==> config.mk <==
export PLATFORM = sky130hd
export DESIGN_NAME = llfp_ctrl
export DESIGN_NICKNAME = d
export VERILOG_FILES = /design/src/design/llfp_pkg.sv /design/src/design/llfp_ctrl.sv
export SDC_FILE = /design/constraint.sdc
export NUM_CORES = 1
export LEC_CHECK = 0
export BUFFER_PORTS_ARGS = -buffer_cell sky130_fd_sc_hd__buf_2
export CAP_MARGIN = 20
export CORE_MARGIN = 1
export CORE_UTILIZATION = 44
export DETAILED_ROUTE_END_ITERATION = 16
export PLACE_DENSITY = 0.77
export SKIP_CTS_REPAIR_TIMING = 1
export SYNTH_ARGS = -nofsm -noshare
export SYNTH_HDL_FRONTEND = slang
export SYNTH_SLANG_ARGS = --single-unit
==> constraint.sdc <==
create_clock -name clock -period 1.7 [get_ports clock]
set_input_delay 0.17 -clock clock [delete_from_list [all_inputs] [get_ports clock]]
set_output_delay 0.17 -clock clock [all_outputs]
set_load 0.05 [all_outputs]
==> src/design/llfp_pkg.sv <==
package llfp_pkg;

   // Default node pool size
   localparam int unsigned DefPoolNodes = 256;
   // Fixed field widths
   localparam int unsigned OpWidth     = 2;
   localparam int unsigned ValueWidth  = 32;
   localparam int unsigned StatusWidth = 3;
   localparam int unsigned CountWidth  = 9;

   typedef enum logic [1:0] {
      OP_APPEND = 2'd0,
      OP_INSERT = 2'd1,
      OP_DELETE = 2'd2,
      OP_NONE   = 2'd3
   } op_type;

   typedef enum logic [2:0] {
      ST_OK        = 3'd0,
      ST_NOT_FOUND = 3'd1,
      ST_EMPTY     = 3'd2,
      ST_AT_TAIL   = 3'd3,
      ST_FULL      = 3'd4
   } status_type;

   typedef enum logic [3:0] {
      S_CLEAR,
      S_IDLE,
      S_DISPATCH,
      S_WALK,
      S_TAKE,
      S_APP_LINK,
      S_INS_LINK,
      S_DEL_UNLINK,
      S_DEL_FREE,
      S_DONE
   } state_type;

   // Commands from the controller to the datapath
   typedef struct packed {
      logic       idle;
      logic       report;
      logic       clear_step;
      logic       latch_req;
      logic       walk_start;
      logic       walk_next;
      logic       save_nxt;
      logic       nil_nxt;
      logic       take_rd;
      logic       take;
      logic       app_link;
      logic       ins_link;
      logic       del_unlink;
      logic       del_free;
      logic       set_status;
      status_type status;
   } ctrl_cmd_type;

   // Status from the datapath to the controller
   typedef struct packed {
      logic   clear_last;
      logic   head_nil;
      logic   free_nil;
      logic   match;
      logic   link_nil;
      op_type op;
   } dp_stat_type;

endpackage

==> src/design/llfp_ctrl.sv <==
module llfp_ctrl (
   input  logic                   clock,
   input  logic                   reset,
   input  logic                   start,
   input  llfp_pkg::dp_stat_type  stat,
   output llfp_pkg::ctrl_cmd_type cmd,
   output logic                   busy
);

   llfp_pkg::state_type state_ff;
   llfp_pkg::state_type state_in;

   always_ff @(posedge clock) begin
      if (reset) begin
         state_ff <= llfp_pkg::S_CLEAR;
      end else begin
         state_ff <= state_in;
      end
   end

   // Next state
   always_comb begin
      state_in = state_ff;
      case (state_ff)
         llfp_pkg::S_CLEAR: begin
            if (stat.clear_last) state_in = llfp_pkg::S_IDLE;
         end
         llfp_pkg::S_IDLE: begin
            if (start) state_in = llfp_pkg::S_DISPATCH;
         end
         llfp_pkg::S_DISPATCH: begin
            case (stat.op)
               llfp_pkg::OP_APPEND: begin
                  state_in = stat.free_nil ? llfp_pkg::S_DONE : llfp_pkg::S_TAKE;
               end
               llfp_pkg::OP_INSERT, llfp_pkg::OP_DELETE: begin
                  state_in = stat.head_nil ? llfp_pkg::S_DONE : llfp_pkg::S_WALK;
               end
               default: state_in = llfp_pkg::S_DONE;
            endcase
         end
         llfp_pkg::S_WALK: begin
            if (stat.match) begin
               if (stat.op == llfp_pkg::OP_DELETE) begin
                  state_in = llfp_pkg::S_DEL_UNLINK;
               end else if (stat.link_nil || stat.free_nil) begin
                  state_in = llfp_pkg::S_DONE;
               end else begin
                  state_in = llfp_pkg::S_TAKE;
               end
            end else if (stat.link_nil) begin
               state_in = llfp_pkg::S_DONE;
            end
         end
         llfp_pkg::S_TAKE: begin
            state_in = (stat.op == llfp_pkg::OP_APPEND) ? llfp_pkg::S_APP_LINK
                                                        : llfp_pkg::S_INS_LINK;
         end
         llfp_pkg::S_APP_LINK:   state_in = llfp_pkg::S_DONE;
         llfp_pkg::S_INS_LINK:   state_in = llfp_pkg::S_DONE;
         llfp_pkg::S_DEL_UNLINK: state_in = llfp_pkg::S_DEL_FREE;
         llfp_pkg::S_DEL_FREE:   state_in = llfp_pkg::S_DONE;
         llfp_pkg::S_DONE:       state_in = llfp_pkg::S_IDLE;
         default:                state_in = llfp_pkg::S_CLEAR;
      endcase
   end

   // Outputs
   always_comb begin
      cmd        = '0;
      cmd.status = llfp_pkg::ST_OK;
      case (state_ff)
         llfp_pkg::S_CLEAR: cmd.clear_step = 1'b1;
         llfp_pkg::S_IDLE: begin
            cmd.idle      = 1'b1;
            cmd.latch_req = start;
         end
         llfp_pkg::S_DISPATCH: begin
            cmd.set_status = 1'b1;
            case (stat.op)
               llfp_pkg::OP_APPEND: begin
                  if (stat.free_nil) begin
                     cmd.status = llfp_pkg::ST_FULL;
                  end else begin
                     cmd.take_rd = 1'b1;
                     cmd.nil_nxt = 1'b1;
                  end
               end
               llfp_pkg::OP_INSERT, llfp_pkg::OP_DELETE: begin
                  if (stat.head_nil) begin
                     cmd.status = llfp_pkg::ST_EMPTY;
                  end else begin
                     cmd.walk_start = 1'b1;
                  end
               end
               default: cmd.status = llfp_pkg::ST_OK;
            endcase
         end
         llfp_pkg::S_WALK: begin
            if (stat.match) begin
               cmd.set_status = 1'b1;
               if (stat.op == llfp_pkg::OP_DELETE) begin
                  cmd.save_nxt = 1'b1;
               end else if (stat.link_nil) begin
                  cmd.status = llfp_pkg::ST_AT_TAIL;
               end else if (stat.free_nil) begin
                  cmd.status = llfp_pkg::ST_FULL;
               end else begin
                  cmd.save_nxt = 1'b1;
                  cmd.take_rd  = 1'b1;
               end
            end else if (stat.link_nil) begin
               cmd.set_status = 1'b1;
               cmd.status     = llfp_pkg::ST_NOT_FOUND;
            end else begin
               cmd.walk_next = 1'b1;
            end
         end
         llfp_pkg::S_TAKE:       cmd.take       = 1'b1;
         llfp_pkg::S_APP_LINK:   cmd.app_link   = 1'b1;
         llfp_pkg::S_INS_LINK:   cmd.ins_link   = 1'b1;
         llfp_pkg::S_DEL_UNLINK: cmd.del_unlink = 1'b1;
         llfp_pkg::S_DEL_FREE:   cmd.del_free   = 1'b1;
         llfp_pkg::S_DONE:       cmd.report     = 1'b1;
         default:                cmd.idle       = 1'b0;
      endcase
   end

   assign busy = (state_ff != llfp_pkg::S_IDLE);

endmodule

==> reports/results.ini, run 1 <==
[status]
outcome = finished with violations
violations = setup timing

[drt]
post-route-drc-count = 0
vias = 819
vias_per_cell = 5.978
drtPass1Iterations = 4
totalWireLength_um = 2302
wl_per_cell_um = 16.80
drtAntennaViolNets = 0
drtIter0Drc = 30

[finish]
reg_top3 = state_ff: 4 flops
syn_to_final_growth_pct = 75.69
post-route-util_pct = 88.78
final_cell_mix = buf_2, buf_4, nor2_1
nets = 138
antenna_cells = 0
final_common_cell = buf_2
top_register = state_ff
num-fill-cells = 59
layout-drive-gt1-share_pct = 59.35
multiInputGateArea_um2 = 565.5
final_area_um2 = 1040
seqCellArea_um2 = 86.33
largest_reg_flops = 4

[yosys]
ys_warn_count = 0
syn_area_per_cell_um2 = 7.217
syn_inst = 82
synthFlopType = dfxtp_1
syn_nets = 95
synth.top_cell.area_share_pct = 13.53
synthesis.area_um2 = 591.8
synth_area_leaders = dfxtp_1, ha_1, nor2_1, nand2b_1, o22ai_1
synth-seq-cells = 4
synth_edf_count = 0
synth_cell_types = 38
synthArstFlopShare_pct = 0
yosysTopAreaCell = dfxtp_1
ys_seq_area_share_pct = 13.53

[clocking]
clockBufferDepth = 2
cts.sinks = 4
cts_buffers = 3
clkTransAtPathRegs_ns = 0.04
cts_tree = done
clk_latency_ns = 0.23
htreeDepth = 1
cts_root_buffer = clkbuf_4

[hold_path]
hp-start = reset
worst_hold_path.num_cells = 2
hp-class = in2reg
hold_path_end = state_ff[0]

[critical_path]
rr_startpoint = state_ff[0]
critPathLaunchType = register
r2r-end = state_ff[0]
crit_arrival_ns = 1.62
end_kind = output port
setup.reg_to_reg.worst_slack_ns = 0.08
worstRegToRegCells = 6
crit_path_max_fanout = 2
cp.required_ns = 1.53
critPathKind = reg2out

[placement]
dpl_cell_area_um2 = 867.1
pre_cts_slack_ns = 0.04101
place_congestion = 0.8466
hpwl_um = 1470
io_buffers = 28

[sta]
max-slew-margin-rel_pct = 70.50
timing.fmax_mhz = 558.1
setup_violations = 5
setup_ws_ns = -0.09181
skew_ns = 0.0008721
drv_slew = 0
timing.final.crit_share_pct = 105.4
worstMarginPinSlew_ns = 0.4379
whs_ns = 0.1857
fin_crit_ns = 1.792
grt_setup_unrepaired = yes
hold_viol = 0

[floorplan]
initial_utilization_pct = 50.53
core.rowCount = 12
core_area_um2 = 1171
die_w_um = 38.68
dieHeight_um = 38.68
io_pins = 29
die_area_um2 = 1496

[global_route]
grt_first_pass_wirelength_um = 2884
grt_overflow_total = 0
antenna_found_initial = 0
grt_pass1_vias = 667
grt_max_degree = 14
grt_usage_pct = 28.28

[pwr]
irDropWorstVdd_uv = 594.1
finalPower_uw = 681.8
p_leak_uw = 0.0004878
power_density_nw_per_um2 = 655.7

[flow_run]
cap_violations = 0

## synth_stat cells, types with 2 or more instances
library cell  number
a211oi_1           3
a21oi_1            3
and2_1             2
buf_2              4
dfxtp_1            4
ha_1               3
inv_1              5
nand2_1            4
nand2b_1           5
nor2_1            10
nor2b_1            3
nor3_1             3
o21ai_0            4
o22ai_1            4
or3_1              2
## per-layer routing
metal / vias to the layer above / GRT usage, % / routed length (um)
li1: 386 / - / -
met1: 382 / 30.10 / 964
met2: 47 / 52.92 / 1128
met3: 4 / 8.671 / 177
met4: 0 / 6.897 / 31
met5: - / 0 / 0
## worst max path at each step
stage	startpoint	to	slack, ns	depth (start not counted)
after global routing	state_ff[2]	cmd[2]	-0.12	5
after detailed placement	stat[0]	cmd[2]	0.04	7
final	state_ff[2]	cmd[2]	-0.09	5
after floorplan	state_ff[1]	state_ff[0]	-0.26	4
after CTS	state_ff[0]	cmd[2]	-0.18	5
after global placement	stat[0]	cmd[2]	0.09	7
## cells by family after synthesis
group | synth area share (%)
and+or+nand+nor | 39.54
adders and majority gates | 6.343
AOI/OAI and AO/OA | 31.71
buffers and inverters | 7.188
DFF | 13.53
muxes | 1.691
## worst max-delay path: stages (launching register included)
cell and delay [ns]:
dfxtp_1 0.31, nand4bb_4 0.23, or3b_4 0.40, o22ai_1 0.15
and2_4 0.16, buf_8 0.14
## cell type report
class / count / share of cell area [%]
Tap cell: 14 / 1.685
Clock buffer: 3 / 2.166
Inverter: 5 / 2.166
Multi-Input combinational cell: 68 / 54.39
Sequential cell: 4 / 8.303
Timing Repair Buffer: 43 / 31.29
## through the flow
| step | instances | TNS, ns |
|---|---|---|
| global route | 137 | -0.4458 |
| CTS | 132 | -0.6618 |
| floorplan | 82 | -0.4877 |
| global placement | 129 | 0 |
| detailed placement | 129 | 0 |
| finish | 137 | -0.2149 |
## where the power goes
group          total [uW]  internal [uW]  switching, uW
Combinational         447            184            262
Sequential            118            106           11.8
Clock                 117           78.9           38.3
Total                 682            369            312
(Power assumes the default switching activity.)
==> inputs of run 2 (changes only) <==
--- a/config.mk
+++ b/config.mk
@@ -6,11 +6,10 @@
 export NUM_CORES = 1
 export LEC_CHECK = 0
 export BUFFER_PORTS_ARGS = -buffer_cell sky130_fd_sc_hd__buf_2
-export CAP_MARGIN = 20
 export CORE_MARGIN = 1
-export CORE_UTILIZATION = 44
+export CORE_UTILIZATION = 40
 export DETAILED_ROUTE_END_ITERATION = 16
-export PLACE_DENSITY = 0.77
+export PLACE_DENSITY = 0.74
 export SKIP_CTS_REPAIR_TIMING = 1
 export SYNTH_ARGS = -nofsm -noshare
 export SYNTH_HDL_FRONTEND = slang
==> constraint.sdc (replaced) <==
create_clock -name clock -period 1.5 [get_ports clock]
set_input_delay 0.15 -clock clock [delete_from_list [all_inputs] [get_ports clock]]
set_output_delay 0.15 -clock clock [all_outputs]
set_load 0.05 [all_outputs]
==> run 2 against run 1 <==
  * The run now fails in global routing (5_1_grt)
  * Synthesized cell count unchanged
  * Synthesized area unchanged
==> reports/results.ini, run 2 <==
[floorplan]
core.rowCount = 13  ; +1
initial_utilization_pct = 44.37  ; -6.2 points
dieHeight_um = 40.47  ; +4.6%
io_pins = 29  ; unchanged
die_w_um = 40.47  ; +4.6%

[global_route]
grt_max_degree = 12
antenna_found_initial = 0

[clocking]
clockBufferDepth = 2  ; unchanged
cts.sinks = 4  ; unchanged
cts_root_buffer = clkbuf_4
cts_buffers = 3  ; unchanged
htreeDepth = 1  ; unchanged

[yosys]
ys_warn_count = 0  ; unchanged
syn_nets = 95  ; unchanged
synth_most_common_cell = nor2_1
synth-seq-cells = 4  ; unchanged
syn_inst = 82  ; unchanged
ys_seq_area_share_pct = 13.53  ; unchanged
synth_edf_count = 0  ; unchanged
synth_area_leaders = dfxtp_1, ha_1, nor2_1, nand2b_1, o22ai_1
synth_cell_types = 38  ; unchanged
synthFlopType = dfxtp_1
synthesis.area_um2 = 591.8  ; unchanged
synthTopCellsByCount = nor2_1, inv_1, nand2b_1
synthArstFlopShare_pct = 0  ; unchanged
yosysTopAreaCell = dfxtp_1
syn_area_per_cell_um2 = 7.217  ; unchanged
synth.top_cell.area_share_pct = 13.53  ; unchanged

[sta]
worstEpCategory = top-level output
grt_repair_worst_endpoint = cmd[2]

[placement]
io_buffers = 28  ; unchanged
hpwl_um = 1659  ; +13%
place_congestion = 0.8837  ; +4.4%

[status]
failed_stage = global routing (5_1_grt)
error = [ERROR DPL-0033] detailed placement checks failed during check placement.
outcome = stopped before the end

run 2: cell counts after synthesis:
Identical to the previous run, type by type.
run 2: cell families after synthesis:
logic type	count (synthesis)	synth area share, %
AND/OR/NAND/NOR	39	39.54
AO/OA/AOI/OAI	25	31.71
buffers and inverters	10	7.188
flip-flops	4	13.53
adder cells (fa/ha/maj)	3	6.343
multiplexers	1	1.691
run 2: through the flow:
| stage | setup WS [ns] | area, um2 | instances | utilization [%] |
|---|---|---|---|---|
| 2_1_floorplan | -0.1599 | 718.2 | 82 | - |
| 3_3_place_gp | -0.1231 | 1018 | 145 | 76.36 |
| 3_5_place_dp | -0.1519 | 1018 | 145 | 76.36 |
| 4_1_cts | -0.4220 | 1041 | 148 | 78.05 |
==> inputs of run 3 (changes only) <==
--- a/config.mk
+++ b/config.mk
@@ -6,10 +6,10 @@
 export NUM_CORES = 1
 export LEC_CHECK = 0
 export BUFFER_PORTS_ARGS = -buffer_cell sky130_fd_sc_hd__buf_2
-export CORE_MARGIN = 1
-export CORE_UTILIZATION = 40
+export CORE_AREA = 2 2 63 65
 export DETAILED_ROUTE_END_ITERATION = 16
-export PLACE_DENSITY = 0.74
+export DIE_AREA = 0 0 65 67
+export PLACE_DENSITY_LB_ADDON = 0.15
 export SKIP_CTS_REPAIR_TIMING = 1
 export SYNTH_ARGS = -nofsm -noshare
 export SYNTH_HDL_FRONTEND = slang
==> constraint.sdc (replaced) <==
create_clock -name clock -period 2 [get_ports clock]
set_input_delay 0.2 -clock clock [delete_from_list [all_inputs] [get_ports clock]]
set_output_delay 0.2 -clock clock [all_outputs]
set_load 0.05 [all_outputs]
==> run 3 against run 2 <==
  * The run now ends clean
==> reports/results.ini, run 3 (synthesis results as in run 1) <==
[finish]
final_common_cell = buf_2
num-fill-cells = 414
top_register = state_ff
antenna_cells = 0
final_area_um2 = 908.4
seqCellArea_um2 = 80.08
syn_to_final_growth_pct = 53.49
final_cell_mix = buf_2, nor2_1, buf_4
multiInputGateArea_um2 = 509.2
largest_reg_flops = 4
reg_top3 = state_ff: 4 flops
nets = 130
layout-drive-gt1-share_pct = 46.09

[drt]
drtIter0Drc = 25
vias_per_cell = 4.509
totalWireLength_um = 1988
drtAntennaViolNets = 0
drtPass1Iterations = 4
post-route-drc-count = 0
vias = 735
wl_per_cell_um = 12.20

[critical_path]
rr_startpoint = state_ff[0]
crit_arrival_ns = 1.72
path_cells = buf_4, nand2b_1, or3_4, clkinvlp_4, and2_2, buf_2
r2r-end = state_ff[0]
slowest_delay_ns = 0.38
crit_path_max_fanout = 12
critPathKind = reg2out
setup.reg_to_reg.worst_slack_ns = 0.41
cp_top_family = simple AND/OR/NAND/NOR gates
critPathSlowestCell = or3_4
cp_num_buf_inv = 3
worstRegToRegCells = 6
end_kind = output port
cp.required_ns = 1.80
critPathLaunchType = register

[pwr]
p_sw_share_pct = 42.58
comb_power_share_pct = 54.1
p_leak_uw = 0.0004247
power_density_nw_per_um2 = 618.9
pwr-share-seq_pct = 16.4
p_switching_uw = 239.4
intPower_uw = 322.8
p_clk_share_pct = 29.5
irDropWorstVdd_uv = 269.9

[clocking]
cts_root_buffer = clkbuf_8
cts_buffers = 3  ; unchanged
cts.sinks = 4  ; unchanged
clk_latency_ns = 0.21
cts_tree = done
clockBufferDepth = 2  ; unchanged
clkTransAtPathRegs_ns = 0.03
htreeDepth = 1  ; unchanged

[global_route]
grt_overflow_total = 0
antenna_found_initial = 0
grt_usage_pct = 9.780
use_met2_pct = 13.27
top_usage_layer = met1
grt_pass1_vias = 702
grt_first_pass_wirelength_um = 3346
grtUsageMet1_pct = 14.66
grt_use_met3_pct = 3.378
grt_max_degree = 14

[sta]
timing.final.crit_share_pct = 96.11
hold_viol = 0
whs_ns = 0.2118
max-slew-margin-rel_pct = 77.48
skew_ns = 0.003584
setup_violations = 0
drv_slew = 0
fin_crit_ns = 1.922
worstMarginPinSlew_ns = 0.3343
timing.fmax_mhz = 520.2
grt_setup_unrepaired = no

[floorplan]
io_pins = 29  ; unchanged
core_area_um2 = 3606
die_w_um = 65  ; +61%
initial_utilization_pct = 16.41  ; -28 points
dieHeight_um = 67  ; +66%
die_area_um2 = 4355
core.rowCount = 22  ; +9

[hold_path]
worst_hold_path.num_cells = 2
hp-start = reset
hp-class = in2reg
hold_path_end = state_ff[0]

[status]
outcome = finished, final reports clean

[placement]
hpwl_um = 1607  ; -3.2%
place_congestion = 0.7697  ; -13%
dpl_cell_area_um2 = 859.6  ; -16%
io_buffers = 28  ; unchanged

[flow_run]
cap_violations = 0

## run 3: final cells by class
class                           count  area share (%)
Timing Repair Buffer               35           21.49
Inverter                            5           2.479
Sequential cell                     4           8.815
Clock buffer                        3           4.545
Multi-Input combinational cell     68           56.06
Tap cell                           48           6.612
## run 3: power by group through the flow
stage               sequential [uW]  combinational (uW)  clock (uW)
floorplan                      97.3                 219           0
detailed placement             92.7                 305           0
finish                         92.1                 304         166
global route                   93.3                 327         177
CTS                            91.8                 306         172
global placement               93.1                 305           0
## run 3: metal layers
layer	vias up	wire (um)	share of wire [%]
met3	0	168	8.5
li1	372	-	-
met5	-	0	0
met4	0	0	0
met1	328	1042	52
met2	35	777	39
## run 3: how the worst max path moves through the flow
stage,from,cells past startpoint,to
after floorplan,state_ff[1],3,cmd[6]
after global placement,stat[0],7,cmd[2]
after detailed placement,stat[0],7,cmd[2]
after CTS,state_ff[3],6,cmd[14]
after global routing,state_ff[3],6,cmd[14]
final,state_ff[3],6,cmd[14]
## run 3: metrics by stage
step                setup WS, ns  util, %  setup TNS (ns)  cells  total power, uW
global placement          0.2500    23.84               0    160            398.2
detailed placement        0.2063    23.84               0    160            397.2
finish                   0.07779    25.19               0    163            562.2
CTS                      0.05981    24.98               0    163            569.3
global route           0.0001242    25.19               0    163            598.0
floorplan               -0.01748        -        -0.01803     82            316.5
